==> config.mk <==
export PLATFORM = sky130hd
export DESIGN_NAME = bpu_fifo
export DESIGN_NICKNAME = d
export VERILOG_FILES = /design/src/bpu_fifo.sv
export SDC_FILE = /design/constraint.sdc
export NUM_CORES = 1
export LEC_CHECK = 0
export BUFFER_PORTS_ARGS = -buffer_cell sky130_fd_sc_hd__buf_4
export CORE_MARGIN = 2
export CORE_UTILIZATION = 45
export CTS_CLUSTER_SIZE = 25
export DETAILED_ROUTE_END_ITERATION = 10
export PLACE_DENSITY = 0.73
export RECOVER_POWER = 25
export SLEW_MARGIN = 20
export SYNTH_ARGS = -nofsm -noshare
export SYNTH_HDL_FRONTEND = slang
export SYNTH_SLANG_ARGS = --single-unit
==> constraint.sdc <==
create_clock -name clk -period 2.8 [get_ports clk]
set_clock_uncertainty 0.15 [all_clocks]
set_input_delay 0.56 -clock clk [delete_from_list [all_inputs] [get_ports clk]]
set_output_delay 0.56 -clock clk [all_outputs]
set_load 0.05 [all_outputs]
==> src/bpu_fifo.sv <==
`timescale 1ns / 1ps
// ----------------------------------------------------------------------------
// bpu_fifo
// Small register queue with a count, used between the pipeline parts.
// ----------------------------------------------------------------------------
module bpu_fifo #(
    parameter int WIDTH = 8,
    parameter int DEPTH = 4
) (
    input  logic                       clk,
    input  logic                       rst_n,
    input  logic                       wr,
    input  logic [WIDTH-1:0]           wdata,
    input  logic                       rd,
    output logic [WIDTH-1:0]           rdata,
    output logic                       full,
    output logic                       empty,
    output logic [$clog2(DEPTH+1)-1:0] count
);
    localparam int AW = $clog2(DEPTH);
    localparam int CW = $clog2(DEPTH + 1);

    logic [WIDTH-1:0] mem_reg [DEPTH];
    logic [AW-1:0]    wp_reg, wp_next;
    logic [AW-1:0]    rp_reg, rp_next;
    logic [CW-1:0]    cnt_reg, cnt_next;
    logic             do_wr, do_rd;

    assign full  = (cnt_reg == CW'(DEPTH));
    assign empty = (cnt_reg == '0);
    assign count = cnt_reg;
    assign rdata = mem_reg[rp_reg];
    assign do_wr = wr && !full;
    assign do_rd = rd && !empty;

    always_comb
    begin
        wp_next  = do_wr ? AW'(wp_reg + 1'b1) : wp_reg;
        rp_next  = do_rd ? AW'(rp_reg + 1'b1) : rp_reg;
        cnt_next = cnt_reg;
        if (do_wr && !do_rd)
        begin
            cnt_next = CW'(cnt_reg + 1'b1);
        end
        else if (do_rd && !do_wr)
        begin
            cnt_next = CW'(cnt_reg - 1'b1);
        end
    end

    always_ff @(posedge clk or negedge rst_n)
    begin
        if (!rst_n)
        begin
            wp_reg  <= '0;
            rp_reg  <= '0;
            cnt_reg <= '0;
        end
        else
        begin
            wp_reg  <= wp_next;
            rp_reg  <= rp_next;
            cnt_reg <= cnt_next;
        end
    end

    always_ff @(posedge clk)
    begin
        if (do_wr)
        begin
            mem_reg[wp_reg] <= wdata;
        end
    end

endmodule

==> run_results.csv, run 1 <==
group,metric,value,unit
logic_synthesis,yosysSeqAreaShare,71.5,%
cells_and_area,fillCellCount,292,
logic_synthesis,synth_warnings,0,
critical_path,cp.arrival,1.83,ns
clock_network,cts_setup_buffers,0,
clock_network,clock_path_buffers,2,
sta,fin_crit_sh,90.7,%
sta,max-slew-margin-rel,63.4,%
floorplanning,start_util,47.2,%
clock_network,cts-root-buf,"clkbuf_4",
floorplanning,fp-row-count,21,
route,postRouteAntennaNets,0,
floorplanning,die_area,4020,um^2
route,vias,761,
critical_path,crit_type,"flop to primary output",
clock_network,holdBufCountCts,1,
cells_and_area,fin_area,1880,um^2
route,wl,2.34,mm
logic_synthesis,yosysUniqueCellTypes,20,
grt,grt_max_degree,12,
logic_synthesis,synth.ff_latch_count,39,
clock_network,cts_tree,"done",
sta,fmax,0.394,GHz
cells_and_area,layout_commonest_cell,"edfxtp_1",
cells_and_area,post_route_cells_drive_above_1_share,38.9,%
hold_path,hp-class,"primary input to flop",
logic_synthesis,syn_nets,95,
critical_path,crit_path_end_kind,"primary output",
route,drt_pass1_iterations,4,
sta,setup_slack,0.261,ns
route,drc,0,
sta,hold_violations,0,
status,status,"completed",
grt,antenna_found_initial,0,
place,dp_hpwl,1.65,mm
place,gp_congestion,0.695,
place,portBuffers,24,
route,via_per_inst,4.94,
floorplanning,die_w,63.4,um
place,dpl_worst_slack,0.527,ns
sta,min_period,2.54,ns
clock_network,clk_latency,0.33,ns
grt,grt-ovfl-total,0,
floorplanning,die_h,63.4,um
clock_network,cts_max_level,2,
cells_and_area,instances_no_fill,154,
route,wl_per_cell,15.2,um
sta,finalSetupViolations,0,
critical_path,cp-start-kind,"flop",
logic_synthesis,syn_area_per_cell,20.6,um^2
clock_network,post_cts_resized,0,
cells_and_area,num_antenna_cells,0,
clock_network,cts_made_buffers,5,
clock_network,cts.sinks,39,
sta,setup_tns,0,ns
floorplanning,ios,25,
critical_path,crit_fanout,9,
floorplanning,core_area,3360,um^2
place,place_area,1830,um^2
grt,grt_pass1_wl,3.75,mm
clock_network,cts.reportedPaths.clkPinSlew,0.10,ns
grt,grt_pass1_vias,768,
cells_and_area,area.growth.synth_to_final,18.2,%
cells_and_area,final_cell_mix,"edfxtp_1, buf_4, mux4_2, clkbuf_1, dfrtp_1",
flow_run,drv_cap,0,
critical_path,required,2.09,ns
cells_and_area,nNetsFinal,125,
grt,grt_usage,13.7,%
sta,rsz0062_at_grt,"false",
logic_synthesis,syn_inst,77,
route,drt-initial-drc-count,25,
sta,worst-slew-pin-transition,0.549,ns
sta,drv_slew,0,
logic_synthesis,syn_area,1590,um^2
cells_and_area,largest_reg_flops,32,
place,dp.cells,145,
[cell families after synthesis]
| kind of cell | share of synthesized area [%] |
|---|---|
| adder cells (fa/ha/maj) | 5.20 |
| buffers and inverters | 1.97 |
| XOR/XNOR | 3.31 |
| multiplexers | 13.0 |
| AND/OR/NAND/NOR | 5.04 |
| flip-flops | 71.5 |
[final timing paths]
kind                                 end  slack [ns]  cells after the start  startpoint
hold reg to reg                 count[2]        0.43                      1    count[2]
hold / removal             mem_reg[1][7]        0.27                      1    wdata[7]
max in group asynchronous      rp_reg[1]        1.97                      2       rst_n
setup / recovery                rdata[0]        0.26                      2   rp_reg[0]
setup reg to reg                count[2]        0.56                      8    count[2]
min in group asynchronous       count[2]        0.41                      2       rst_n
[cell usage after synthesis]
master,number,area [um^2]
nor3_1,1,5.00
buf_6,1,11.3
xnor2_1,4,35.0
nor2b_2,1,8.76
xor2_1,2,17.5
mux2_2,1,11.3
ha_1,5,62.6
clkbuf_1,1,3.75
mux2_4,1,15.0
and2_2,4,30.0
edfxtp_1,32,961
buf_2,1,5.00
nor3b_4,1,18.8
inv_1,3,11.3
nand2b_1,1,6.26
mux4_2,8,180
dfrtp_1,7,175
nor2_1,1,3.75
nand3b_1,1,7.51
fa_1,1,20.0
[layout make-up]
cell class	count	area, um^2	share of cell area [%]
Sequential cell	39	1140	60.5
Multi-Input combinational cell	32	433	23.1
Timing Repair Buffer	26	171	9.13
Clock buffer	8	68.8	3.66
Tap cell	46	57.6	3.06
Inverter	3	11.3	0.600
[stage by stage]
stage	util, %	hold WS (ns)
6_report	55.8	0.271
3_3_place_gp	54.3	0.229
4_1_cts	56.6	0.258
2_1_floorplan	-	0.114
5_1_grt	55.8	0.247
3_5_place_dp	54.3	0.227
[worst max-delay path, stage by stage (launching register included)]
cell and delay (ns):
dfrtp_1 0.70, mux4_2 0.58, buf_4 0.21
[per-layer routing]
layer	vias up	GRT usage, %	routed length (um)
met3	2	7.14	130
met1	385	16.1	989
met2	20	21.1	1200
li1	354	-	-
met4	0	5.71	21
met5	-	0	0
Power of run 1 is left out: the tool's default activity adds up to more than one toggle a clock period on the data nets, which glitch-free logic cannot reach.
==> run 2, diff against run 1 <==
--- a/config.mk
+++ b/config.mk
@@ -10,7 +10,7 @@
 export CORE_UTILIZATION = 45
 export CTS_CLUSTER_SIZE = 25
 export DETAILED_ROUTE_END_ITERATION = 10
-export PLACE_DENSITY = 0.73
+export PLACE_DENSITY = 0.64
 export RECOVER_POWER = 25
 export SLEW_MARGIN = 20
 export SYNTH_ARGS = -nofsm -noshare
==> constraint.sdc (replaced) <==
create_clock -name clk -period 2.48 [get_ports clk]
set_clock_uncertainty 0.15 [all_clocks]
set_input_delay 0.496 -clock clk [delete_from_list [all_inputs] [get_ports clk]]
set_output_delay 0.496 -clock clk [all_outputs]
set_load 0.05 [all_outputs]
==> run 2 against run 1 <==
Routed wire length fell by 2.8%; register-to-register slack got worse by 0.27 ns; via count decreased by 4.1%; global-route usage down 0.71 points; first-iteration DRC count fell by 44%; critical path type unchanged; critical path depth up 1; non-clock buffer count unchanged.
==> run_results.csv, run 2 (synthesis gave the netlist of run 1 again) <==
group,metric,value,unit
status,status,"completed",
sta,worst-slew-pin-transition,0.416,ns
route,via_per_inst,4.74,
grt,grt_pass1_vias,766,
critical_path,cp.arrival,1.67,ns
clock_network,cts_tree,"done",
grt,antenna_found_initial,0,
critical_path,critPathLaunch,"rp_reg[0]",
grt,grt_usage,13.0,%
critical_path,required,1.83,ns
critical_path,slowest_delay,0.53,ns
grt,grt_max_degree,12,
flow_run,drv_cap,0,
sta,fmax,0.431,GHz
clock_network,cts_made_buffers,5,
clock_network,post_cts_resized,0,
floorplanning,die_h,63.4,um
floorplanning,die_w,63.4,um
hold_path,hp-class,"primary input to flop",
cells_and_area,instances_no_fill,154,
floorplanning,die_area,4020,um^2
route,drc,0,
clock_network,cts.reportedPaths.clkPinSlew,0.10,ns
cells_and_area,post_route_cells_drive_above_1_share,42.6,%
critical_path,cp-start-kind,"flop",
critical_path,crit_path_end_kind,"primary output",
hold_path,holdPathStages,1,
critical_path,rr_endpoint,"count[2]",
route,drt-initial-drc-count,14,
critical_path,path_common_cell,"buf_4",
hold_path,min-delay-start,"wdata[0]",
critical_path,crit_type,"flop to primary output",
floorplanning,ios,25,
place,dp_hpwl,1.70,mm
route,drt_pass1_iterations,4,
cells_and_area,area.growth.synth_to_final,18.2,%
critical_path,r2r-start,"count[2]",
cells_and_area,layout_commonest_cell,"edfxtp_1",
sta,drv_slew,0,
critical_path,r2r_setup_slack,0.29,ns
floorplanning,start_util,47.2,%
sta,hold_violations,0,
cells_and_area,final_cell_mix,"edfxtp_1, buf_4, mux4_2",
critical_path,slowest_stage,"mux4_2",
clock_network,cts_max_level,2,
sta,min_period,2.32,ns
sta,rsz0062_at_grt,"false",
place,dp.cells,145,
clock_network,cts-root-buf,"clkbuf_4",
critical_path,reg2reg_depth,8,
route,postRouteAntennaNets,0,
route,wl,2.28,mm
grt,grt-ovfl-total,0,
floorplanning,fp-row-count,21,
route,wl_per_cell,14.8,um
place,portBuffers,24,
floorplanning,core_area,3360,um^2
hold_path,hold_end,"mem_reg[1][0]",
critical_path,crit_fanout,8,
sta,finalSetupViolations,0,
critical_path,path_cells,"buf_4 -> mux4_2 -> buf_4",
clock_network,clock_path_buffers,2,
sta,max-slew-margin-rel,72.3,%
grt,grt_pass1_wl,3.65,mm
clock_network,clk_latency,0.32,ns
route,vias,730,
cells_and_area,num_antenna_cells,0,
sta,fin_crit_sh,93.6,%
clock_network,cts.sinks,39,
cells_and_area,nNetsFinal,125,
sta,hold_ws,0.221,ns
cells_and_area,largest_reg_flops,32,
place,gp_congestion,0.703,
[run 2: stage by stage]
step | util (%) | instance area (um^2) | worst slack [ns] | setup TNS (ns)
finish | 55.8 | 1880 | 0.160 | 0
detailed placement | 54.8 | 1840 | 0.312 | 0
global route | 55.8 | 1880 | 0.0669 | 0
global placement | 54.8 | 1840 | 0.386 | 0
CTS | 56.5 | 1900 | 0.122 | 0
floorplan | - | 1620 | -0.00922 | -0.00922
[run 2: worst max-delay path by stage]
stage	end	slack (ns)	cells after the start
global placement	count[2]	0.39	8
CTS	rdata[7]	0.12	3
detailed placement	count[2]	0.31	8
global route	rdata[3]	0.07	3
finish	rdata[7]	0.16	3
floorplan	count[1]	-0.009	7
[run 2: final cells by class]
type,count,area (um^2)
fill,300,1490
sequential,39,1140
multi-input combinational,32,445
timing repair buffer,26,175
tap,46,57.6
clock buffer,6,41.3
inverter,3,11.3
clock inverter,2,7.51
[run 2: critical path, delay by kind of cell (launching register included)]
kind	cells	cell delay (ns)
buffers and inverters	2	0.43
DFF	1	0.39
muxes	1	0.53
[run 2: timing repair]
item,in CTS,in global routing
setup endpoints to repair,0,0
hold endpoints to repair,7,0
hold buffers,1,0
buffers inserted,0,0
[run 2: per-layer routing]
metal  GRT usage [%]  share of wire (%)  wire, um
met3            5.54                5.0       113
met1            16.0                 43       975
met2            20.4                 51      1160
met5               0                  0         0
met4            4.89                1.2        27
Power of run 2 is left out for the same reason.
