<file path="src/bpu_pkg.sv">
`timescale 1ns / 1ps
// ----------------------------------------------------------------------------
// bpu_pkg
// Types and constants shared by the bitmap pixel row unpacker modules.
// ----------------------------------------------------------------------------
package bpu_pkg;

    typedef struct packed {
        logic        cmd;
        logic [7:0]  data_byte;
        logic [7:0]  palette_index;
        logic [23:0] palette_rgb;
    } in_item_t;

    typedef struct packed {
        logic [7:0]  red;
        logic [7:0]  green;
        logic [7:0]  blue;
        logic [7:0]  alpha;
        logic [11:0] column;
        logic [11:0] row;
        logic        last;
        logic        image_done;
    } result_t;

    typedef enum logic [1:0] {
        JOB_PAL_WRITE,
        JOB_PAL_PIXELS,
        JOB_BGR,
        JOB_MASK
    } job_kind_t;

    // one unit of work for the back end
    typedef struct packed {
        job_kind_t   kind;
        logic [5:0]  bpp;
        logic [31:0] word;
        logic [13:0] col0;
        logic [12:0] row;
        logic [3:0]  npix;
        logic        done;
    } job_t;

    typedef struct packed {
        logic [31:0] red;
        logic [31:0] green;
        logic [31:0] blue;
        logic [31:0] alpha;
    } masks_t;

    localparam logic [2:0] REG_BPP    = 3'd0;
    localparam logic [2:0] REG_WIDTH  = 3'd1;
    localparam logic [2:0] REG_HEIGHT = 3'd2;
    localparam logic [2:0] REG_RED    = 3'd3;
    localparam logic [2:0] REG_GREEN  = 3'd4;
    localparam logic [2:0] REG_BLUE   = 3'd5;
    localparam logic [2:0] REG_ALPHA  = 3'd6;

    localparam int FIFO_DEPTH = 4;

    localparam logic [31:0] RESET_MASK_RED   = 32'h0000_00F0;
    localparam logic [31:0] RESET_MASK_GREEN = 32'h0000_0F00;
    localparam logic [31:0] RESET_MASK_BLUE  = 32'h0000_F000;
    localparam logic [31:0] RESET_MASK_ALPHA = 32'h0000_000F;
    localparam logic [7:0]  ALPHA_OPAQUE     = 8'd255;

    // position of the lowest set bit, zero for an empty mask
    function automatic logic [4:0] lowest_set(input logic [31:0] m);
        logic [4:0] s;
        s = 5'd0;
        for (int i = 31; i >= 0; i--)
        begin
            if (m[i])
            begin
                s = 5'(i);
            end
        end
        return s;
    endfunction

endpackage

</file>
<file path="src/bpu_front.sv">
`timescale 1ns / 1ps
// ----------------------------------------------------------------------------
// bpu_front
// Holds configuration and image position, turns input items into jobs.
// ----------------------------------------------------------------------------
module bpu_front #(
    parameter int MAX_WIDTH  = 4096,
    parameter int MAX_HEIGHT = 4096
) (
    input  logic                clk,
    input  logic                rst_n,
    input  logic                take,
    input  bpu_pkg::in_item_t   item,
    input  logic                cfg_wr,
    input  logic [2:0]          cfg_index,
    input  logic [31:0]         cfg_data,
    output logic                job_valid,
    output bpu_pkg::job_t       job,
    output bpu_pkg::masks_t     masks
);
    logic [5:0]      bpp_reg, bpp_next;
    logic [12:0]     width_reg, width_next;
    logic [12:0]     height_reg, height_next;
    bpu_pkg::masks_t masks_reg, masks_next;
    logic [13:0]     col_reg, col_next;
    logic [12:0]     row_reg, row_next;
    logic [16:0]     rbc_reg, rbc_next;
    logic [31:0]     acc_reg, acc_next;
    logic [1:0]      bip_reg, bip_next;
    logic            fin_reg, fin_next;

    logic [13:0] w_eff;
    logic [12:0] h_src, h_eff;
    logic        bpp_ok;
    logic [3:0]  per;
    logic [19:0] prod;
    logic [16:0] stride;
    logic [13:0] rem, col_sum;
    logic [3:0]  npix;
    logic [2:0]  bip_inc;
    logic [31:0] acc_or;
    logic        restart, emit;

    assign masks = masks_reg;

    always_comb
    begin
        if (width_reg == '0)
            w_eff = 14'd1;
        else if ({19'd0, width_reg} > 32'(MAX_WIDTH))
            w_eff = 14'(MAX_WIDTH);
        else
            w_eff = {1'b0, width_reg};

        h_src = (cfg_wr && cfg_index == bpu_pkg::REG_HEIGHT) ? cfg_data[12:0] : height_reg;
        if (h_src == '0)
            h_eff = 13'd1;
        else if ({19'd0, h_src} > 32'(MAX_HEIGHT))
            h_eff = 13'(MAX_HEIGHT);
        else
            h_eff = h_src;

        bpp_ok = bpp_reg inside {6'd1, 6'd2, 6'd4, 6'd8, 6'd16, 6'd24, 6'd32};
        case (bpp_reg)
            6'd1:    per = 4'd8;
            6'd2:    per = 4'd4;
            6'd4:    per = 4'd2;
            default: per = 4'd1;
        endcase
        prod   = w_eff * bpp_reg;
        stride = (17'((prod + 20'd7) >> 3) + 17'd3) & ~17'd3;
    end

    always_comb
    begin
        bpp_next    = bpp_reg;
        width_next  = width_reg;
        height_next = height_reg;
        masks_next  = masks_reg;
        col_next    = col_reg;
        row_next    = row_reg;
        rbc_next    = rbc_reg;
        acc_next    = acc_reg;
        bip_next    = bip_reg;
        fin_next    = fin_reg;
        restart     = 1'b0;
        emit        = 1'b0;
        rem         = w_eff - col_reg;
        npix        = (rem < {10'd0, per}) ? rem[3:0] : per;
        col_sum     = col_reg;
        bip_inc     = {1'b0, bip_reg} + 3'd1;
        acc_or      = acc_reg | ({24'd0, item.data_byte} << {bip_reg, 3'b000});

        job      = '0;
        job.bpp  = bpp_reg;
        job.col0 = col_reg;
        job.row  = row_reg;
        job.word = {item.palette_index, item.palette_rgb};
        job.kind = bpu_pkg::JOB_PAL_WRITE;

        if (cfg_wr)
        begin
            case (cfg_index)
                bpu_pkg::REG_BPP:
                begin
                    bpp_next = cfg_data[5:0];
                    restart  = 1'b1;
                end
                bpu_pkg::REG_WIDTH:
                begin
                    width_next = cfg_data[12:0];
                    restart    = 1'b1;
                end
                bpu_pkg::REG_HEIGHT:
                begin
                    height_next = cfg_data[12:0];
                    restart     = 1'b1;
                end
                bpu_pkg::REG_RED:   masks_next.red   = cfg_data;
                bpu_pkg::REG_GREEN: masks_next.green = cfg_data;
                bpu_pkg::REG_BLUE:  masks_next.blue  = cfg_data;
                bpu_pkg::REG_ALPHA: masks_next.alpha = cfg_data;
                default: ;
            endcase
        end
        else if (take && item.cmd)
        begin
            emit = 1'b1;
        end
        else if (take && bpp_ok && !fin_reg)
        begin
            rbc_next = rbc_reg + 17'd1;
            if (col_reg < w_eff)
            begin
                if (bpp_reg <= 6'd8)
                begin
                    emit     = 1'b1;
                    job.kind = bpu_pkg::JOB_PAL_PIXELS;
                    job.word = {24'd0, item.data_byte};
                    job.npix = npix;
                    col_sum  = col_reg + {10'd0, npix};
                end
                else
                begin
                    acc_next = acc_or;
                    bip_next = bip_inc[1:0];
                    if (bip_inc >= 3'(bpp_reg >> 3))
                    begin
                        emit     = 1'b1;
                        job.kind = (bpp_reg == 6'd24) ? bpu_pkg::JOB_BGR : bpu_pkg::JOB_MASK;
                        job.word = acc_or;
                        job.npix = 4'd1;
                        col_sum  = col_reg + 14'd1;
                        acc_next = '0;
                        bip_next = '0;
                    end
                end
                col_next = col_sum;
                // the image ends once the top row is full
                if (emit && row_reg == '0 && col_sum >= w_eff)
                begin
                    job.done = 1'b1;
                    fin_next = 1'b1;
                end
            end
            if (!fin_next && rbc_next >= stride)
            begin
                rbc_next = '0;
                col_next = '0;
                acc_next = '0;
                bip_next = '0;
                if (row_reg != '0)
                    row_next = row_reg - 13'd1;
            end
        end

        if (restart)
        begin
            col_next = '0;
            row_next = h_eff - 13'd1;
            rbc_next = '0;
            acc_next = '0;
            bip_next = '0;
            fin_next = 1'b0;
        end
        job_valid = emit;
    end

    always_ff @(posedge clk or negedge rst_n)
    begin
        if (!rst_n)
        begin
            bpp_reg     <= 6'd24;
            width_reg   <= 13'd1;
            height_reg  <= 13'd1;
            masks_reg   <= '{bpu_pkg::RESET_MASK_RED, bpu_pkg::RESET_MASK_GREEN,
                             bpu_pkg::RESET_MASK_BLUE, bpu_pkg::RESET_MASK_ALPHA};
            col_reg     <= '0;
            row_reg     <= '0;
            rbc_reg     <= '0;
            acc_reg     <= '0;
            bip_reg     <= '0;
            fin_reg     <= 1'b0;
        end
        else
        begin
            bpp_reg     <= bpp_next;
            width_reg   <= width_next;
            height_reg  <= height_next;
            masks_reg   <= masks_next;
            col_reg     <= col_next;
            row_reg     <= row_next;
            rbc_reg     <= rbc_next;
            acc_reg     <= acc_next;
            bip_reg     <= bip_next;
            fin_reg     <= fin_next;
        end
    end

    as_done_sets_fin: assert property (@(posedge clk) disable iff (!rst_n)
        job_valid && job.done && !cfg_wr |=> fin_reg)
        else $error("finished flag not set after final pixel");
    as_pixels_nonzero: assert property (@(posedge clk) disable iff (!rst_n)
        job_valid && job.kind == bpu_pkg::JOB_PAL_PIXELS |-> job.npix != 4'd0)
        else $error("palette job without pixels");
    as_no_job_when_fin: assert property (@(posedge clk) disable iff (!rst_n)
        fin_reg && !item.cmd && !cfg_wr |-> !job_valid)
        else $error("job after the image was finished");

endmodule

</file>
<file path="config.mk">
export PLATFORM = sky130hd
export DESIGN_NAME = bpu_front
export DESIGN_NICKNAME = d
export VERILOG_FILES = /design/src/bpu_pkg.sv /design/src/bpu_front.sv
export SDC_FILE = /design/constraint.sdc
export NUM_CORES = 1
export LEC_CHECK = 0
export CORE_UTILIZATION = 30
export DETAILED_ROUTE_END_ITERATION = 12
export DONT_BUFFER_PORTS = 1
export SLEW_MARGIN = 20
export SYNTH_ARGS = -nofsm -noshare
export SYNTH_HDL_FRONTEND = slang
export SYNTH_SLANG_ARGS = --single-unit
</file>
<file path="constraint.sdc">
create_clock -name clk -period 15.8 [get_ports clk]
set_clock_uncertainty 0.2 [all_clocks]
set_input_delay 0 -clock clk [delete_from_list [all_inputs] [get_ports clk]]
set_output_delay 0 -clock clk [all_outputs]
set_load 0.005 [all_outputs]
</file>
==> metrics.cfg, run 1 <==
[synth]
synth_edf_count = 0
postSynthAreaPerCell_sq_um = 9.83
synth_cell_types = 96
syn_inst = 1690
synth_fp_nets = 1920
ys_seq_area_share_pct = 36.2
ys_ff_latch = 239
ys_warn_count = 0
synthFlopType = dfrtp_1
async_flop_share_pct = 100
syn_area_sq_um = 16600

[worst_setup_path]
path_common_cell = ha_1
critPathRequiredTime_ns = 16.07
cp.depth = 36
critPathCapture = acc_reg[31]
cp-start-kind = register
path_buf_inv = 2
cp.arrival_ns = 10.42
crit_start = width_reg[12]
rrSetupSlack_ns = 5.65
critPathKind = register to register
rr_startpoint = width_reg[12]
cp_top_family = compound AO/OA/AOI/OAI gates
r2r_cells = 36
cp_max_fo = 25
reg2reg_to = acc_reg[31]
cp_slowest_cell = a2111oi_0
critPathMaxStageDelay_ns = 0.63
crit_path_end_kind = register

[drt]
vias = 13400
route.detailed.drc = 0
vias_per_cell = 5.43
drtIter0Drc = 1135
wirelength_microns = 50500
postRouteAntennaNets = 0
drt-pass1-iter-count = 6
wl_per_cell_microns = 20.5

[finish]
layout_commonest_cell = dfrtp_1
drive_gt1_share_pct = 15.6
largest_register_ffs = 128
fin_util_pct = 35.5
finalNetCount = 1980
final_cell_mix = dfrtp_1, mux2_2, inv_1
synthToLayoutAreaGrowth_pct = 15.8

[pwr]
p_total_mw = 2.87
ir_worst_vdd_v = 0.0000902
p_leak_nw = 8.40
power_density_nw_per_um2 = 149

[grt]
grt_pass1_vias = 13700
grt-ovfl-total = 0
grt_first_pass_wirelength_microns = 78900
grt_start_max_net_pins = 240
met3_usage_pct = 4.58
antenna_found_initial = 2
grt.met1_usage_pct = 21.8
grt_usage_pct = 17.6
busiest_layer = met2
gr-usage-met2_pct = 29.3

[timing]
rsz0062_at_grt = false
worst_pin_slew_ns = 1.06
setup_tns_ns = 0
slew_violations = 0
setup_viol = 0
max-slew-margin-rel_pct = 29.7
finalHoldViolations = 0
fin_ws_ns = 5.65
min_period_over_period_pct = 64.2
finalCriticalPeriod_ns = 10.15
timing.fmax_ghz = 0.0986

[clocking]
worstSkewPairLatency_ns = 0.58
ctsRootBufferMaster = clkbuf_16
clock_sink_count = 239
cts_buffers = 26
cts_setup_buffers = 0
clk_pin_slew_ns = 0.07
cts_tree = yes
htree_levels = 1
max-clock-path-buffers = 3

[placed_design]
port-buffer-count = 0
gp_congestion = 0.880
dp_slack_ns = 6.23
place_hpwl_microns = 35000

[floorplan]
die-height_microns = 237
rows = 85
coreArea_sq_um = 54200
start_util_pct = 30.6
die_w_microns = 237
ios = 281
die-area_sq_um = 56300

[flow_run]
cap_violations = 0

[hold_path]
hp-class = input port to output pin

[outcome]
status = finished, final reports clean

report_power, final:
part           total (mW)  leakage, nW  internal [mW]  switching [mW]
Clock               0.610        0.403          0.351           0.259
Sequential          0.910         2.94          0.758           0.152
Combinational        1.35         5.06          0.566           0.787
Total                2.87         8.40           1.68            1.20
how the worst min path moves through the flow:
stage / start / to / slack [ns] / depth (start not counted)
after global routing: cfg_data[31] / masks[63] / 0.02 / 2
after global placement: rst_n / masks[43] / -0.45 / 0
final: item[35] / job[51] / 0.001 / 2
after CTS: cfg_data[16] / masks[16] / 0.0004 / 2
after detailed placement: rst_n / masks[43] / -0.45 / 0
after floorplan: rst_n / acc_reg[0] / -0.50 / 0
worst register-to-register path, delay by kind of cell, from the launching register on:
| family | cells | cell delay (ns) |
|---|---|---|
| AOI/OAI and AO/OA | 17 | 4.66 |
| buffers and inverters | 2 | 0.73 |
| and+or+nand+nor | 10 | 1.83 |
| muxes | 1 | 0.38 |
| DFF | 1 | 0.62 |
| xor gates and xnor gates | 1 | 0.17 |
| adders and majority gates | 5 | 1.47 |
what timing repair did:
action | in CTS | in global routing
hold buffers | 114 | 1
gates resized for setup | 0 | 0
endpoints found under the hold margin | 482 | 50
routing by layer:
layer  wire length [microns]  vias to the layer above
met1                   20500                     6632
li1                        -                     6152
met4                    1730                        2
met5                      17                        -
met3                    4090                      114
met2                   24200                      488
cells by family (layout without fill, tap and decap cells):
group | count (synthesis) | in the layout | synth area share, %
AO/OA/AOI/OAI | 380 | 380 | 15.7
XOR/XNOR | 62 | 62 | 3.27
adder cells (fa/ha/maj) | 150 | 150 | 13.4
buffers and inverters | 229 | 309 | 5.58
flip-flops | 239 | 239 | 36.2
multiplexers | 169 | 169 | 11.4
other | 0 | 1 | 0
AND/OR/NAND/NOR | 461 | 461 | 14.6
Yosys cell counts, types with 8 or more instances:
cell type | n | area share (%)
a211oi_1 | 11 | 0.50
a21oi_2 | 15 | 0.79
inv_1 | 126 | 2.8
nand2_1 | 123 | 2.8
nand4_1 | 38 | 1.4
fa_1 | 46 | 5.5
buf_2 | 13 | 0.39
a21o_1 | 23 | 1.0
ha_1 | 104 | 7.8
xor2_1 | 30 | 1.6
dfrtp_1 | 219 | 33
nor4_1 | 11 | 0.41
a21oi_1 | 88 | 2.7
a31oi_1 | 47 | 1.8
dfstp_2 | 20 | 3.2
o21ai_0 | 73 | 2.2
and2_1 | 41 | 1.5
nand3_1 | 37 | 1.1
nor2b_1 | 23 | 0.87
a222oi_1 | 8 | 0.48
and3_1 | 17 | 0.64
mux2_2 | 155 | 11
nand2b_1 | 15 | 0.56
nor2_1 | 73 | 1.6
clkbuf_1 | 74 | 1.7
o21a_1 | 10 | 0.45
mux2i_1 | 14 | 0.84
xnor2_1 | 32 | 1.7
nor3_1 | 27 | 0.81
nor3b_1 | 10 | 0.45
a22o_1 | 16 | 0.84
or3_1 | 10 | 0.38
o211ai_1 | 15 | 0.68
area by class of cell:
cell class | instances | area [sq um]
fillers | 5412 | 35000
multi-input cells | 1222 | 9690
flip-flops and latches | 239 | 6010
repair buffers | 131 | 1330
well taps | 696 | 871
clock buffers | 42 | 731
inverters | 130 | 490
clock inverters | 6 | 109
diodes | 1 | 2.50
stage by stage:
step | hold WS [ns] | cells | cell area (sq um)
after floorplan | -0.496 | 1690 | 16600
after global placement | -0.448 | 2301 | 17200
after detailed placement | -0.449 | 2301 | 17200
after CTS | 0.000374 | 2463 | 19200
after global routing | 0.0227 | 2467 | 19200
final | 0.00147 | 2467 | 19200
No activity file was read; power rests on OpenSTA's default activity.
==> inputs of run 2 (changes only) <==
==> constraint.sdc (replaced) <==
create_clock -name clk -period 8.19 [get_ports clk]
set_clock_uncertainty 0.2 [all_clocks]
set_input_delay 0 -clock clk [delete_from_list [all_inputs] [get_ports clk]]
set_output_delay 0 -clock clk [all_outputs]
set_load 0.005 [all_outputs]
==> run 2 against run 1 <==
Net effect: global-route usage rose by 0.12 points; total power increased by 100%; sequential share of layout area down 0.86 points; fmax up 29%; first-iteration DRC count is 13% lower; die area did not move; critical path depth decreased by 5; clock-buffer cell count fell by 12; largest power group unchanged.
==> metrics.cfg, run 2 (same netlist as run 1, synthesis figures left out) <==
[worst_setup_path]
rr_startpoint = width_reg[12]
critPathMaxStageDelay_ns = 0.55
reg2reg_to = row_reg[3]
r2r_cells = 31
cp.arrival_ns = 8.11
cp-start-kind = register
crit_path_end_kind = register
critPathKind = register to register
rrSetupSlack_ns = 0.33
cp_slowest_cell = or4b_1
critPathRequiredTime_ns = 8.43
cp_max_fo = 8
path_common_cell = buf_4

[floorplan]
ios = 281
start_util_pct = 30.6
die-height_microns = 237
coreArea_sq_um = 54200
rows = 85
die-area_sq_um = 56300
die_w_microns = 237

[timing]
finalHoldViolations = 0
slew_violations = 0
timing.fmax_ghz = 0.127
finalCriticalPeriod_ns = 7.86
setup_viol = 0
fin_ws_ns = 0.327
hold_ws_ns = 0.0131
worst_pin_slew_ns = 1.03
max-slew-margin-rel_pct = 31.2
min_period_over_period_pct = 96.0

[grt]
grt.met1_usage_pct = 21.7
grt_start_max_net_pins = 240
grt_pass1_vias = 13800
gr-usage-met2_pct = 30.5
grt_usage_pct = 17.7
antenna_found_initial = 1
busiest_layer = met2
grt-ovfl-total = 0
grt_first_pass_wirelength_microns = 79000
met3_usage_pct = 4.33

[finish]
fillers = 5386
layout_commonest_cell = dfrtp_1
drive_gt1_share_pct = 21.0
final_cell_mix = dfrtp_1, mux2_2, inv_1
regArea_sq_um = 6010
largest_register_ffs = 128
fin_cells = 2506
synthToLayoutAreaGrowth_pct = 19.1
multi_input_area_sq_um = 9900
finalNetCount = 2020

[placed_design]
dp_cells = 2354
gp_congestion = 0.913
place_hpwl_microns = 36200
port-buffer-count = 0
dp_slack_ns = -0.166

[drt]
wirelength_microns = 51500
vias_per_cell = 5.45
drt-pass1-iter-count = 5
vias = 13700
drtIter0Drc = 991
wl_per_cell_microns = 20.5
route.detailed.drc = 0
postRouteAntennaNets = 0

[pwr]
power_density_nw_per_um2 = 295
p_leak_nw = 8.69
ir_worst_vdd_v = 0.000169
p_total_mw = 5.83

[hold_path]
hp-start = cfg_wr
hold_depth = 3
hp-class = input port to register
hold_end = masks[125]

[clocking]
clk_pin_slew_ns = 0.07
ctsRootBufferMaster = clkbuf_16
cts_buffers = 25
htree_levels = 1
max-clock-path-buffers = 3
cts_tree = yes
worstSkewPairLatency_ns = 0.55
clock_sink_count = 239

[flow_run]
cap_violations = 0

[outcome]
status = finished, final reports clean

[run 2: changes by cell type in the layout (fill, tap and decap cells not counted), moves of 4 or more]
cell,change
nor2_2,+4
buf_4,+55
clkinv_2,+4
dlygate4sd3_1,-18
clkbuf_1,-11
nor2_1,-4
buf_12,+4
[run 2: how the worst max path moves through the flow]
stage,startpoint,end,slack (ns),depth (start not counted)
5_1_grt,width_reg[5],rbc_reg[6],-0.06,36
4_1_cts,width_reg[1],job[0],-0.01,34
2_1_floorplan,width_reg[12],col_reg[13],0.47,35
3_3_place_gp,width_reg[1],col_reg[13],0.004,27
6_report,width_reg[12],row_reg[3],0.33,31
3_5_place_dp,width_reg[1],bip_reg[0],-0.17,35
[run 2: area by class of cell]
type | instances | area share [%]
tap | 696 | 4.40
multi-input combinational | 1222 | 50.1
timing repair buffer | 172 | 8.22
inverter | 130 | 2.48
clock buffer | 30 | 3.36
clock inverter | 16 | 1.11
sequential | 239 | 30.4
antenna | 1 | 0.0127
[run 2: through the flow]
stage               cell area, sq um  setup TNS, ns  util [%]
global route                   19800         -0.256      36.5
CTS                            19500        -0.0127      35.9
global placement               17600              0      32.5
detailed placement             17600          -6.24      32.5
floorplan                      16600              0         -
finish                         19800              0      36.5
[run 2: what timing repair did]
item | 4_1_cts | 5_1_grt
cloned | 0 | 1
hold endpoints to repair | 481 | 53
setup buffers | 0 | 6
hold buffers | 96 | 1
pin swaps | 0 | 15
resized for setup | 5 | 42
endpoints found under the setup margin | 65 | 80
[run 2: layer usage]
metal / wire, microns / part of all wire [%] / up-vias
met2: 25500 / 49 / 506
met5: 0 / 0 / -
li1: - / - / 6235
met1: 20700 / 40 / 6839
met4: 1190 / 2.3 / 0
met3: 4100 / 8.0 / 83
[run 2: worst max-delay path: cells and delay by family (launching register included)]
| family | cells | cell delay [ns] |
|---|---|---|
| compound gates | 10 | 2.18 |
| fa+ha+maj | 6 | 2.30 |
| simple gates | 8 | 1.60 |
| buf+inv | 7 | 1.00 |
| flops | 1 | 0.46 |
[run 2: power by group]
group          switching [mW]  total [mW]  internal, mW
logic                    1.63        2.87          1.24
registers               0.268        1.73          1.46
clock network           0.512        1.23         0.715
total                    2.41        5.83          3.42
==> inputs of run 3 (changes only) <==
--- a/config.mk
+++ b/config.mk
@@ -5,6 +5,7 @@
 export SDC_FILE = /design/constraint.sdc
 export NUM_CORES = 1
 export LEC_CHECK = 0
+export CORE_MARGIN = 2
 export CORE_UTILIZATION = 30
 export DETAILED_ROUTE_END_ITERATION = 12
 export DONT_BUFFER_PORTS = 1
==> run 3 against run 2 <==
Net effect: clock-buffer cell count is 1 higher; sequential share of layout area is 0.48 points lower; hold slack lost 0.012 ns; die area rose by 1.7%; highest routed layer is now met5.
==> metrics.cfg, run 3 (same netlist as run 1, synthesis figures left out) <==
[worst_setup_path]
cp_slowest_cell = fa_1
r2r_cells = 31
cp.depth = 31
rrSetupSlack_ns = 0.24
critPathRequiredTime_ns = 8.43
cp_max_fo = 7
critPathKind = register to register
critPathMaxStageDelay_ns = 0.57
reg2reg_to = row_reg[3]
path_buf_inv = 6
crit_path_end_kind = register
crit_start = width_reg[12]
cp-start-kind = register
path_common_cell = buf_4
cp_top_family = adder cells
cp.arrival_ns = 8.19
rr_startpoint = width_reg[12]
critPathCapture = row_reg[3]

[floorplan]
die-height_microns = 239
ios = 281
die_w_microns = 239
coreArea_sq_um = 54900
start_util_pct = 30.3
rows = 86
die-area_sq_um = 57300

[clocking]
clock_sink_count = 239
cts_buffers = 26
cts_tree = yes
htree_levels = 1
worstSkewPairLatency_ns = 0.56
ctsRootBufferMaster = clkbuf_16
clk_pin_slew_ns = 0.07
max-clock-path-buffers = 3

[pwr]
p_leak_nw = 8.87
ir_worst_vdd_v = 0.000183
power_density_nw_per_um2 = 294
p_total_mw = 5.91

[timing]
rsz0062_at_grt = true
hold_ws_ns = 0.00100
setup_tns_ns = 0
setup_viol = 0
max-slew-margin-rel_pct = 31.7
worst_pin_slew_ns = 1.02
timing.fmax_ghz = 0.126
min_period_over_period_pct = 97.1
finalCriticalPeriod_ns = 7.95
slew_violations = 0
finalHoldViolations = 0

[drt]
wirelength_microns = 52500
drt-pass1-iter-count = 8
wl_per_cell_microns = 20.6
vias_per_cell = 5.44
vias = 13900
route.detailed.drc = 0
postRouteAntennaNets = 0
drtIter0Drc = 1054

[finish]
fillers = 5455
synthToLayoutAreaGrowth_pct = 21.0
drive_gt1_share_pct = 22.4
finalNetCount = 2052
largest_register_ffs = 128
final_cell_mix = dfrtp_1, mux2_2, inv_1
layout_commonest_cell = dfrtp_1

[hold_path]
hp-class = input port to output pin

[grt]
grt_first_pass_wirelength_microns = 80600
grt_pass1_vias = 13800
grt-ovfl-total = 0
grt_start_max_net_pins = 240
antenna_found_initial = 4
grt_usage_pct = 17.9

[flow_run]
cap_violations = 0

[placed_design]
gp_congestion = 0.887
place_hpwl_microns = 36700
port-buffer-count = 0

[outcome]
status = finished, final reports clean

-- run 3: final cells by class --
cell class,instances,area [sq um],area share (%)
diodes,4,10.0,0.0498
clock buffers,31,699,3.48
clock inverters,17,214,1.06
inverters,130,490,2.44
multi-input cells,1222,9920,49.3
flip-flops and latches,239,6010,29.9
well taps,704,881,4.38
repair buffers,203,1880,9.35
-- run 3: power breakdown --
part           switching (mW)  internal, mW  leakage (nW)
clock                   0.521         0.716         0.448
sequential              0.265          1.46          2.94
combinational            1.66          1.29          5.48
total                    2.45          3.47          8.87
-- run 3: worst register-to-register path: cells and delay by family (launching register included) --
kind,cells,cell delay [ns]
adder cells (fa/ha/maj),6,2.42
AO/OA/AOI/OAI,12,2.39
AND/OR/NAND/NOR,7,1.57
buffers and inverters,6,0.82
flip-flops,1,0.45
-- run 3: per-layer routing --
layer	global-route usage (%)	routed length (microns)	up-vias
li1	-	-	6294
met3	4.66	4250	118
met1	22.3	21300	6913
met5	0	30	-
met4	6.27	1540	4
met2	29.9	25400	547
-- run 3: stage by stage --
stage               worst slack [ns]  instance area, sq um  utilization (%)  cells
finish                         0.240                 20100             36.6   2550
global route                 -0.0628                 20100             36.6   2549
CTS                           0.0315                 19800             36.0   2534
detailed placement            -0.264                 17800             32.4   2385
global placement              -0.123                 17800             32.4   2385
floorplan                      0.470                 16600                -   1690
-- run 3: how the worst min path moves through the flow --
stage                     startpoint         end  depth (start not counted)  slack (ns)
after detailed placement       rst_n  bpp_reg[0]                          0       -0.45
after global placement         rst_n  bpp_reg[0]                          0       -0.45
after CTS                   item[39]     job[55]                          2      0.0004
after global routing        item[36]     job[52]                          2       0.008
after floorplan                rst_n  acc_reg[0]                          0       -0.50
final                       item[36]     job[52]                          2       0.001
-- run 3: what timing repair did --
| action | CTS | global route |
|---|---|---|
| endpoints found under the hold margin | 481 | 4 |
| endpoints found under the setup margin | 73 | 80 |
| pin swaps | 2 | 16 |
| resized for setup | 12 | 44 |
| hold buffers | 101 | 1 |
| buffers inserted | 0 | 9 |
